===== config.mk =====
export PLATFORM = sky130hd
export DESIGN_NAME = multi_flow_token_policer
export DESIGN_NICKNAME = d
export VERILOG_FILES = /design/src/sv/mftp_pkg.sv /design/src/sv/mftp_ram.sv /design/src/sv/mftp_ctrl.sv /design/src/sv/multi_flow_token_policer.sv
export VERILOG_INCLUDE_DIRS = /design/src /design/src/sv
export SDC_FILE = /design/constraint.sdc
export NUM_CORES = 2
export LEC_CHECK = 0
export BUFFER_PORTS_ARGS = -buffer_cell sky130_fd_sc_hd__buf_2
export CAP_MARGIN = 20
export CELL_PAD_IN_SITES_DETAIL_PLACEMENT = 1
export CELL_PAD_IN_SITES_GLOBAL_PLACEMENT = 1
export CORE_ASPECT_RATIO = 0.75
export CORE_MARGIN = 1
export CORE_UTILIZATION = 25
export CTS_CLUSTER_SIZE = 8
export DETAILED_ROUTE_END_ITERATION = 8
export GPL_TIMING_DRIVEN = 0
export HOLD_SLACK_MARGIN = 0.08
export PLACE_DENSITY = 0.54
export SYNTH_ARGS = -nofsm -noshare
export SYNTH_HDL_FRONTEND = slang
export SYNTH_SLANG_ARGS = --single-unit

===== constraint.sdc =====
create_clock -name clk -period 8.7 [get_ports clk]
set_clock_uncertainty 0.1 [all_clocks]
set_input_delay 0.87 -clock clk [delete_from_list [all_inputs] [get_ports clk]]
set_output_delay 0.87 -clock clk [all_outputs]
set_load 0.02 [all_outputs]

===== src/sv/multi_flow_token_policer_macros.svh =====
`ifndef MULTI_FLOW_TOKEN_POLICER_MACROS_SVH
`define MULTI_FLOW_TOKEN_POLICER_MACROS_SVH

// same-cycle implication, sampled on clk, off during reset
`define MFTP_ASSERT_NOW(label, ante, cons, msg) \
    label: assert property (@(posedge clk) disable iff (!rst_n) (ante) |-> (cons)) \
        else $error(msg);

// next-cycle implication, sampled on clk, off during reset
`define MFTP_ASSERT_NEXT(label, ante, cons, msg) \
    label: assert property (@(posedge clk) disable iff (!rst_n) (ante) |=> (cons)) \
        else $error(msg);

`endif


===== src/sv/mftp_pkg.sv =====
package mftp_pkg;

    localparam int DEFAULT_MAX_FLOWS = 16;
    localparam logic [15:0] PACKET_SIZE_RESET = 16'd1472;

    localparam int TOKEN_W = 40;
    localparam int PORT_W = 16;
    localparam int REFILL_W = 32;
    localparam int SLOT_W = 4;
    localparam int LEN_W = 16;
    localparam int AF_W = 5;
    localparam int CFG_W = 2 * PORT_W + REFILL_W;

    localparam logic [0:0] REG_ACTIVE_FLOWS = 1'b0;
    localparam logic [0:0] REG_PACKET_SIZE = 1'b1;

    typedef enum logic [1:0] {
        OP_LOAD = 2'd0,
        OP_PACKET = 2'd1,
        OP_TICK = 2'd2,
        OP_NONE = 2'd3
    } op_t;

    typedef enum logic [2:0] {
        VERDICT_FORWARD = 3'd0,
        VERDICT_DROP = 3'd1,
        VERDICT_WRONG_LEN = 3'd2,
        VERDICT_NO_FLOW = 3'd3,
        VERDICT_LOADED = 3'd4,
        VERDICT_REFILLED = 3'd5
    } verdict_t;

    typedef enum logic [2:0] {
        ST_IDLE,
        ST_SCAN,
        ST_HIT,
        ST_TICK,
        ST_EMIT
    } ctrl_state_t;

    typedef struct packed {
        op_t op;
        logic [SLOT_W-1:0] slot;
        logic [PORT_W-1:0] ingress_port;
        logic [PORT_W-1:0] egress_port;
        logic [REFILL_W-1:0] refill;
        logic [LEN_W-1:0] length;
    } item_t;

    typedef struct packed {
        verdict_t verdict;
        logic [SLOT_W-1:0] slot;
        logic [PORT_W-1:0] port;
        logic signed [TOKEN_W-1:0] tokens;
    } result_t;

endpackage


===== src/sv/mftp_ram.sv =====
module mftp_ram #(
    parameter int WIDTH = 32,
    parameter int DEPTH = 16,
    localparam int AW = (DEPTH > 1) ? $clog2(DEPTH) : 1
) (
    input  logic             clk,
    input  logic             we,
    input  logic [AW-1:0]    waddr,
    input  logic [WIDTH-1:0] wdata,
    input  logic [AW-1:0]    raddr,
    output logic [WIDTH-1:0] rdata
);

    logic [WIDTH-1:0] mem_reg [DEPTH];
    logic [WIDTH-1:0] rdata_reg;

    always_ff @(posedge clk)
    begin
        if (we)
        begin
            mem_reg[waddr] <= wdata;
        end
        rdata_reg <= mem_reg[raddr];
    end

    assign rdata = rdata_reg;

endmodule


===== src/sv/mftp_ctrl.sv =====
module mftp_ctrl
    import mftp_pkg::*;
#(
    parameter int MAX_FLOWS = DEFAULT_MAX_FLOWS
) (
    input  logic             clk,
    input  logic             rst_n,
    input  logic             item_valid,
    input  item_t            item,
    output logic             busy,
    input  logic [AF_W-1:0]  active_flows,
    input  logic [LEN_W-1:0] packet_size,
    output logic             res_valid,
    output result_t          res,
    input  logic             res_ready
);

    localparam int AW = (MAX_FLOWS > 1) ? $clog2(MAX_FLOWS) : 1;
    localparam int CW = $clog2(MAX_FLOWS + 1);
    localparam int LW = (CW > AF_W) ? CW : AF_W;
    localparam logic signed [TOKEN_W:0] TOKEN_FLOOR = -(41'sd1 <<< (TOKEN_W - 1));

    ctrl_state_t state_reg, state_next;
    logic [CW-1:0] issue_reg, issue_next;
    logic cmp_vld_reg, cmp_vld_next;
    logic [AW-1:0] cmp_idx_reg, cmp_idx_next;
    logic [PORT_W-1:0] port_reg, port_next;
    logic [LEN_W-1:0] len_reg, len_next;
    logic [AW-1:0] hit_idx_reg, hit_idx_next;
    logic signed [TOKEN_W-1:0] hit_tok_reg, hit_tok_next;
    logic [PORT_W-1:0] hit_egr_reg, hit_egr_next;
    result_t res_reg, res_next;
    logic [MAX_FLOWS-1:0] tok_vld_reg;

    logic [LW-1:0] af_wide;
    logic [LW-1:0] live_wide;
    logic [CW-1:0] live;

    logic cfg_we;
    logic [AW-1:0] cfg_waddr;
    logic [CFG_W-1:0] cfg_wdata;
    logic [CFG_W-1:0] cfg_rdata;
    logic [PORT_W-1:0] rd_ingress;
    logic [PORT_W-1:0] rd_egress;
    logic [REFILL_W-1:0] rd_refill;

    logic tok_we;
    logic [AW-1:0] tok_waddr;
    logic [TOKEN_W-1:0] tok_wdata;
    logic [TOKEN_W-1:0] tok_rdata;

    logic signed [TOKEN_W:0] diff;
    logic signed [TOKEN_W-1:0] tok_after;
    logic tok_pos;

    assign af_wide = LW'(active_flows);
    assign live_wide = (af_wide > LW'(MAX_FLOWS)) ? LW'(MAX_FLOWS) : af_wide;
    assign live = CW'(live_wide);

    assign {rd_ingress, rd_egress, rd_refill} = cfg_rdata;

    assign diff = {hit_tok_reg[TOKEN_W-1], hit_tok_reg}
                  - $signed({{(TOKEN_W + 1 - LEN_W){1'b0}}, packet_size});
    assign tok_after = (diff < TOKEN_FLOOR) ? TOKEN_FLOOR[TOKEN_W-1:0]
                                            : diff[TOKEN_W-1:0];
    assign tok_pos = !tok_after[TOKEN_W-1] && (tok_after != '0);

    mftp_ram #(
        .WIDTH(CFG_W),
        .DEPTH(MAX_FLOWS)
    ) u_cfg_ram (
        .clk(clk),
        .we(cfg_we),
        .waddr(cfg_waddr),
        .wdata(cfg_wdata),
        .raddr(issue_reg[AW-1:0]),
        .rdata(cfg_rdata)
    );

    mftp_ram #(
        .WIDTH(TOKEN_W),
        .DEPTH(MAX_FLOWS)
    ) u_tok_ram (
        .clk(clk),
        .we(tok_we),
        .waddr(tok_waddr),
        .wdata(tok_wdata),
        .raddr(issue_reg[AW-1:0]),
        .rdata(tok_rdata)
    );

    always_ff @(posedge clk or negedge rst_n)
    begin
        if (!rst_n)
        begin
            state_reg <= ST_IDLE;
            cmp_vld_reg <= 1'b0;
            tok_vld_reg <= '0;
        end
        else
        begin
            state_reg <= state_next;
            cmp_vld_reg <= cmp_vld_next;
            if (tok_we)
            begin
                tok_vld_reg[tok_waddr] <= 1'b1;
            end
        end
    end

    always_ff @(posedge clk)
    begin
        issue_reg <= issue_next;
        cmp_idx_reg <= cmp_idx_next;
        port_reg <= port_next;
        len_reg <= len_next;
        hit_idx_reg <= hit_idx_next;
        hit_tok_reg <= hit_tok_next;
        hit_egr_reg <= hit_egr_next;
        res_reg <= res_next;
    end

    always_comb
    begin
        state_next = state_reg;
        issue_next = issue_reg;
        cmp_vld_next = 1'b0;
        cmp_idx_next = cmp_idx_reg;
        port_next = port_reg;
        len_next = len_reg;
        hit_idx_next = hit_idx_reg;
        hit_tok_next = hit_tok_reg;
        hit_egr_next = hit_egr_reg;
        res_next = res_reg;
        cfg_we = 1'b0;
        cfg_waddr = AW'(item.slot);
        cfg_wdata = {item.ingress_port, item.egress_port, item.refill};
        tok_we = 1'b0;
        tok_waddr = cmp_idx_reg;
        tok_wdata = {{(TOKEN_W - REFILL_W){1'b0}}, rd_refill};
        res_valid = 1'b0;

        // walk the slot table one entry per cycle
        if ((state_reg == ST_SCAN || state_reg == ST_TICK) && issue_reg < live)
        begin
            cmp_vld_next = 1'b1;
            cmp_idx_next = issue_reg[AW-1:0];
            issue_next = issue_reg + CW'(1);
        end

        unique case (state_reg)
            ST_IDLE:
            begin
                issue_next = '0;
                if (item_valid)
                begin
                    unique case (item.op)
                        OP_LOAD:
                        begin
                            cfg_we = (32'(item.slot) < 32'(MAX_FLOWS));
                            res_next = '{VERDICT_LOADED, '0, '0, '0};
                            state_next = ST_EMIT;
                        end
                        OP_PACKET:
                        begin
                            port_next = item.ingress_port;
                            len_next = item.length;
                            res_next = '{VERDICT_NO_FLOW, '0, '0, '0};
                            state_next = (live == '0) ? ST_EMIT : ST_SCAN;
                        end
                        OP_TICK:
                        begin
                            res_next = '{VERDICT_REFILLED, '0, '0, '0};
                            state_next = (live == '0) ? ST_EMIT : ST_TICK;
                        end
                        default:
                        begin
                            state_next = ST_IDLE;
                        end
                    endcase
                end
            end
            ST_SCAN:
            begin
                if (cmp_vld_reg && rd_ingress == port_reg)
                begin
                    hit_idx_next = cmp_idx_reg;
                    hit_tok_next = tok_vld_reg[cmp_idx_reg] ? tok_rdata : '0;
                    hit_egr_next = rd_egress;
                    state_next = ST_HIT;
                end
                else if (!cmp_vld_reg && issue_reg >= live)
                begin
                    state_next = ST_EMIT;
                end
            end
            ST_HIT:
            begin
                if (len_reg != packet_size)
                begin
                    res_next = '{VERDICT_WRONG_LEN, SLOT_W'(hit_idx_reg), '0, hit_tok_reg};
                end
                else
                begin
                    tok_we = 1'b1;
                    tok_waddr = hit_idx_reg;
                    tok_wdata = tok_after;
                    if (tok_pos)
                    begin
                        res_next = '{VERDICT_FORWARD, SLOT_W'(hit_idx_reg), hit_egr_reg,
                                     tok_after};
                    end
                    else
                    begin
                        res_next = '{VERDICT_DROP, SLOT_W'(hit_idx_reg), '0, tok_after};
                    end
                end
                state_next = ST_EMIT;
            end
            ST_TICK:
            begin
                if (cmp_vld_reg)
                begin
                    tok_we = 1'b1;
                end
                else if (issue_reg >= live)
                begin
                    state_next = ST_EMIT;
                end
            end
            ST_EMIT:
            begin
                res_valid = 1'b1;
                if (res_ready)
                begin
                    state_next = ST_IDLE;
                end
            end
            default:
            begin
                state_next = ST_IDLE;
            end
        endcase
    end

    assign busy = (state_reg != ST_IDLE);
    assign res = res_reg;

endmodule


===== src/sv/multi_flow_token_policer.sv =====
// Per-flow token policer with up to MAX_FLOWS slots. A load item writes a slot's ingress
// port, egress port and refill amount; a tick item sets every active slot's token count
// to its refill amount; a packet item is matched against the active slots (lowest slot
// wins) and, if its length equals packet_size, is charged packet_size tokens and
// forwarded while the count stays above zero; other lengths give a wrong-length verdict.
// Each item gives one result, except op 3, which is absorbed. Slot data sits in one
// RAM and token counts in another, both walked through a single read port one slot per
// cycle; a finished result waits while rsp_stall holds the output. Token counts read
// as zero after reset through per-slot flags, so no clearing pass runs. Configure only
// while idle.
`include "multi_flow_token_policer_macros.svh"

module multi_flow_token_policer
    import mftp_pkg::*;
#(
    parameter int MAX_FLOWS = DEFAULT_MAX_FLOWS
) (
    input  logic                       clk,
    input  logic                       rst_n,
    input  logic                       req_valid,
    output logic                       req_stall,
    input  logic [1:0]                 op,
    input  logic [SLOT_W-1:0]          slot,
    input  logic [PORT_W-1:0]          ingress_port,
    input  logic [PORT_W-1:0]          egress_port,
    input  logic [REFILL_W-1:0]        refill,
    input  logic [LEN_W-1:0]           length,
    output logic                       rsp_valid,
    input  logic                       rsp_stall,
    output logic [2:0]                 verdict,
    output logic [SLOT_W-1:0]          matched_slot,
    output logic [PORT_W-1:0]          out_port,
    output logic signed [TOKEN_W-1:0]  tokens_left,
    input  logic                       psel,
    input  logic                       penable,
    input  logic                       pwrite,
    input  logic [2:0]                 paddr,
    input  logic [31:0]                pwdata,
    output logic [31:0]                prdata,
    output logic                       pready
);

    logic [AF_W-1:0] active_flows_reg;
    logic [LEN_W-1:0] packet_size_reg;
    logic rsp_valid_reg;
    result_t rsp_reg;

    item_t item;
    logic busy;
    logic res_valid;
    result_t res;
    logic out_free;
    logic cfg_write;

    logic in_accept;
    logic rsp_forward;
    logic rsp_drop;
    logic rsp_tok_pos;

    assign item = '{op_t'(op), slot, ingress_port, egress_port, refill, length};

    assign out_free = !rsp_valid_reg || !rsp_stall;
    assign cfg_write = psel && penable && pwrite && pready;

    mftp_ctrl #(
        .MAX_FLOWS(MAX_FLOWS)
    ) u_ctrl (
        .clk(clk),
        .rst_n(rst_n),
        .item_valid(req_valid),
        .item(item),
        .busy(busy),
        .active_flows(active_flows_reg),
        .packet_size(packet_size_reg),
        .res_valid(res_valid),
        .res(res),
        .res_ready(out_free)
    );

    always_ff @(posedge clk or negedge rst_n)
    begin
        if (!rst_n)
        begin
            active_flows_reg <= '0;
            packet_size_reg <= PACKET_SIZE_RESET;
        end
        else if (cfg_write)
        begin
            unique case (paddr[2])
                REG_ACTIVE_FLOWS: active_flows_reg <= pwdata[AF_W-1:0];
                REG_PACKET_SIZE: packet_size_reg <= pwdata[LEN_W-1:0];
                default: packet_size_reg <= packet_size_reg;
            endcase
        end
    end

    always_comb
    begin
        unique case (paddr[2])
            REG_ACTIVE_FLOWS: prdata = {{(32 - AF_W){1'b0}}, active_flows_reg};
            REG_PACKET_SIZE: prdata = {{(32 - LEN_W){1'b0}}, packet_size_reg};
            default: prdata = '0;
        endcase
    end

    assign pready = 1'b1;

    always_ff @(posedge clk or negedge rst_n)
    begin
        if (!rst_n)
        begin
            rsp_valid_reg <= 1'b0;
        end
        else if (res_valid && out_free)
        begin
            rsp_valid_reg <= 1'b1;
        end
        else if (!rsp_stall)
        begin
            rsp_valid_reg <= 1'b0;
        end
    end

    always_ff @(posedge clk)
    begin
        if (res_valid && out_free)
        begin
            rsp_reg <= res;
        end
    end

    assign req_stall = busy;
    assign rsp_valid = rsp_valid_reg;
    assign verdict = rsp_reg.verdict;
    assign matched_slot = rsp_reg.slot;
    assign out_port = rsp_reg.port;
    assign tokens_left = rsp_reg.tokens;

    assign in_accept = req_valid && !req_stall;
    assign rsp_forward = rsp_valid && (verdict == VERDICT_FORWARD);
    assign rsp_drop = rsp_valid && (verdict == VERDICT_DROP);
    assign rsp_tok_pos = !tokens_left[TOKEN_W-1] && (tokens_left != '0);

    `MFTP_ASSERT_NEXT(a_busy_after_accept, in_accept && op != OP_NONE, req_stall, "not busy")
    `MFTP_ASSERT_NOW(a_forward_has_tokens, rsp_forward, rsp_tok_pos, "forward, no tokens")
    `MFTP_ASSERT_NOW(a_drop_no_tokens, rsp_drop, !rsp_tok_pos, "drop with tokens left")

endmodule

==> flow_summary.yaml <==
outcome:
  status: "finished, final reports clean"
placed_design:
  dp_hpwl_um: 162000
  gp_congestion: 0.850
  place_area_um2: 86800
  place_ws_ps: 2810
  port_buffers: 189
yosys:
  synth_xor_area_share_pct: 0.781
  syn-cell-area_um2: 77400
  synth_compound_area_share_pct: 1.27
  synth_edf_count: 1886
  syn_area_per_cell_um2: 21.8
  synth-simple-area-share_pct: 2.89
  synth_ff_type: "edfxtp_1"
  synth-seq-cells: 2037
  synth_area_leader_cell: "edfxtp_1"
  yosysSeqAreaShare_pct: 77.3
  synth_top_area_share_pct: 73.2
  synth_common_cells: "edfxtp_1 (1886), mux4_2 (525), nor2_1 (143)"
  synthTopCellsByArea: "edfxtp_1 (73%), mux4_2 (15%), dfxtp_1 (2.8%)"
  synth_fa_ha_area_share_pct: 0.462
  async_flop_share_pct: 2.06
  yosys_warnings: 0
  synth_cell_types: 70
  synth_mux_area_share_pct: 15.9
  synthMostInstantiatedCell: "edfxtp_1"
  synth_top_family_by_area: "multiplexers"
  synth_cells: 3552
worst_setup_path:
  worstPathArrival_ps: 6280
  reg2reg_depth: 13
  regToRegSetupSlack_ps: 2860
  crit_required_ps: 9140
  cp_max_fo: 10
  worstReg2RegEnd: "u_ctrl.res[53]$_SDFFCE_PP0P_"
  start_kind: "register"
  cp-end-kind: "register"
  path_class: "register to register"
  reg2reg_from: "packet_size_reg[0]$_DFFE_PN0P_"
floorplanning:
  rows: 176
  ios: 226
  initial_core_util_pct: 25.2
  core_um2: 307000
  die_width_um: 645
  die-area_um2: 312000
  die_y_um: 484
timing:
  setup_violations: 0
  setup_slack_ps: 2860
  finalSetupTns_ps: 0
  tightest_slew_ps: 1170
  period_share_pct: 67.2
  hold_violations: 0
  final_max_slew_viol_count: 0
  fmaxAchievable_mhz: 171
  grt_setup_unrepaired: "false"
  layout_min_cycle_time_ps: 5840
  relSlewSlack_pct: 21.8
finish:
  drive_gt1_share_pct: 31.3
  syn_to_final_growth_pct: 23.9
  postLayoutCoreUtil_pct: 31.2
  ff_latch_area_um2: 59900
  nets: 4435
  fin_area_um2: 95900
  multi_input_area_um2: 16900
  largest_reg_flops: 1024
  fillers: 31111
global_routing:
  grt_pass1_wl_um: 323000
  grt_max_degree: 43
  antenna_found_initial: 50
  grt_overflow: 0
  first_global_vias: 40829
  grt_usage_pct: 14.6
pwr:
  seqPwrFrac_pct: 46.3
  vdd_drop_max_mv: 0.158
  power_frac_comb_pct: 10.7
  total_leakage_power_nw: 30.5
  power_mw: 25.0
  powerDensity_nw_per_um2: 261
  pwr-share-clk_pct: 43.0
  swShare_pct: 24.3
  switching_power_mw: 6.08
  internal_power_mw: 18.9
clock_network:
  ctsRootBufferMaster: "clkbuf_16"
  clk_pin_slew_ps: 50
  postCtsSetupBuffers: 0
  htreeDepth: 5
  cts_tree: "built"
  cts_inserted_buffers: 298
  cts_buffer_depth: 4
  cts.sink_count: 2037
  clock_latency_ps: 880
  post_cts_resized: 0
  cts_hold_buf: 9
detailed_routing:
  routedWlPerCell_um: 27.1
  drt.antenna.violating_nets: 0
  drt_iter0_drc: 3601
  vias_per_cell: 4.57
  drc: 0
  vias: 39249
  drt-pass1-iter-count: 6
  wl_um: 233000
min_path:
  min_from: "length[9]"
  worstHoldEndpoint: "u_ctrl.len_reg[9]$_DFFE_PP_"
  hp-class: "input port to register"
  hold_path_depth: 1
flow_run:
  drv_cap: 0
## cell usage in the layout (no fill, tap or decap), types with 49 or more instances in the layout
cell       instances
nand2_1          106
inv_1             54
nor2_1           115
dfxtp_1          109
and2_1            56
edfxtp_1        1886
mux4_2           525
xnor2_1           54
buf_2            198
clkbuf_16        307
clkbuf_1         293
buf_8             57
buf_4             49
buf_12            69
## area by class of cell
| type | instances | area share [%] |
|---|---|---|
| tap | 4094 | 5.34 |
| buffer | 183 | 0.861 |
| multi-input combinational | 1293 | 17.6 |
| clock buffer | 499 | 8.78 |
| timing repair buffer | 412 | 4.49 |
| inverter | 54 | 0.211 |
| clock inverter | 13 | 0.227 |
| antenna | 6 | 0.0157 |
| sequential | 2037 | 62.4 |
## per-stage QoR
step | std cells | hold slack, ps
after floorplan | 3567 | 286
after detailed placement | 8040 | 290
after CTS | 8561 | 80.2
after global placement | 7850 | 290
final | 8591 | 142
after global routing | 8587 | 91.9
## metal layers
metal | vias to the layer above | part of all wire, % | track usage [%]
li1 | 16129 | - | -
met1 | 21369 | 46 | 21.3
met5 | - | 0.018 | 0
met2 | 1406 | 44 | 21.9
met4 | 8 | 2.6 | 3.74
met3 | 337 | 7.0 | 3.35
## worst max-delay path by stage
stage	start	endpoint	slack [ps]
2_1_floorplan	u_ctrl.port_reg[1]$_DFFE_PP_	u_ctrl.hit_egr_reg[0]$_DFFE_PP_	1240
3_3_place_gp	u_ctrl.port_reg[3]$_DFFE_PP_	u_ctrl.hit_tok_reg[36]$_SDFFCE_PN0P_	-7060
3_5_place_dp	packet_size_reg[0]$_DFFE_PN0P_	u_ctrl.res[53]$_SDFFCE_PP0P_	2810
4_1_cts	packet_size_reg[0]$_DFFE_PN0P_	u_ctrl.res[53]$_SDFFCE_PP0P_	2790
5_1_grt	packet_size_reg[0]$_DFFE_PN0P_	u_ctrl.res[53]$_SDFFCE_PP0P_	2670
6_report	packet_size_reg[0]$_DFFE_PN0P_	u_ctrl.res[53]$_SDFFCE_PP0P_	2860
## kinds of logic after synthesis
group / count (synthesis)
buffers and inverters: 237
muxes: 572
other: 2
DFF: 2037
and+or+nand+nor: 462
xor gates and xnor gates: 69
AOI/OAI and AO/OA: 145
adders and majority gates: 28
## power by group through the flow
stage,clock network [mW],logic [mW],registers (mW)
2_1_floorplan,0,1.32,11.8
3_3_place_gp,0,2.44,11.8
3_5_place_dp,0,2.69,11.8
4_1_cts,11.0,2.71,11.6
5_1_grt,11.4,2.88,11.6
6_report,10.8,2.68,11.6
## worst max-delay path, cell delays in order, from the launching register on
cell       delay, ps
dfrtp_1          570
ha_1             330
fa_1             400
nand2b_1         190
a211oi_2         330
nor2_1           120
o21ai_2          350
xor2_1           160
a2111oi_1        950
nand4_1          190
or4_1            590
o21ai_2          790
buf_4            360
nor3_1           110
Note: power is estimated with default switching activity, not from simulation.
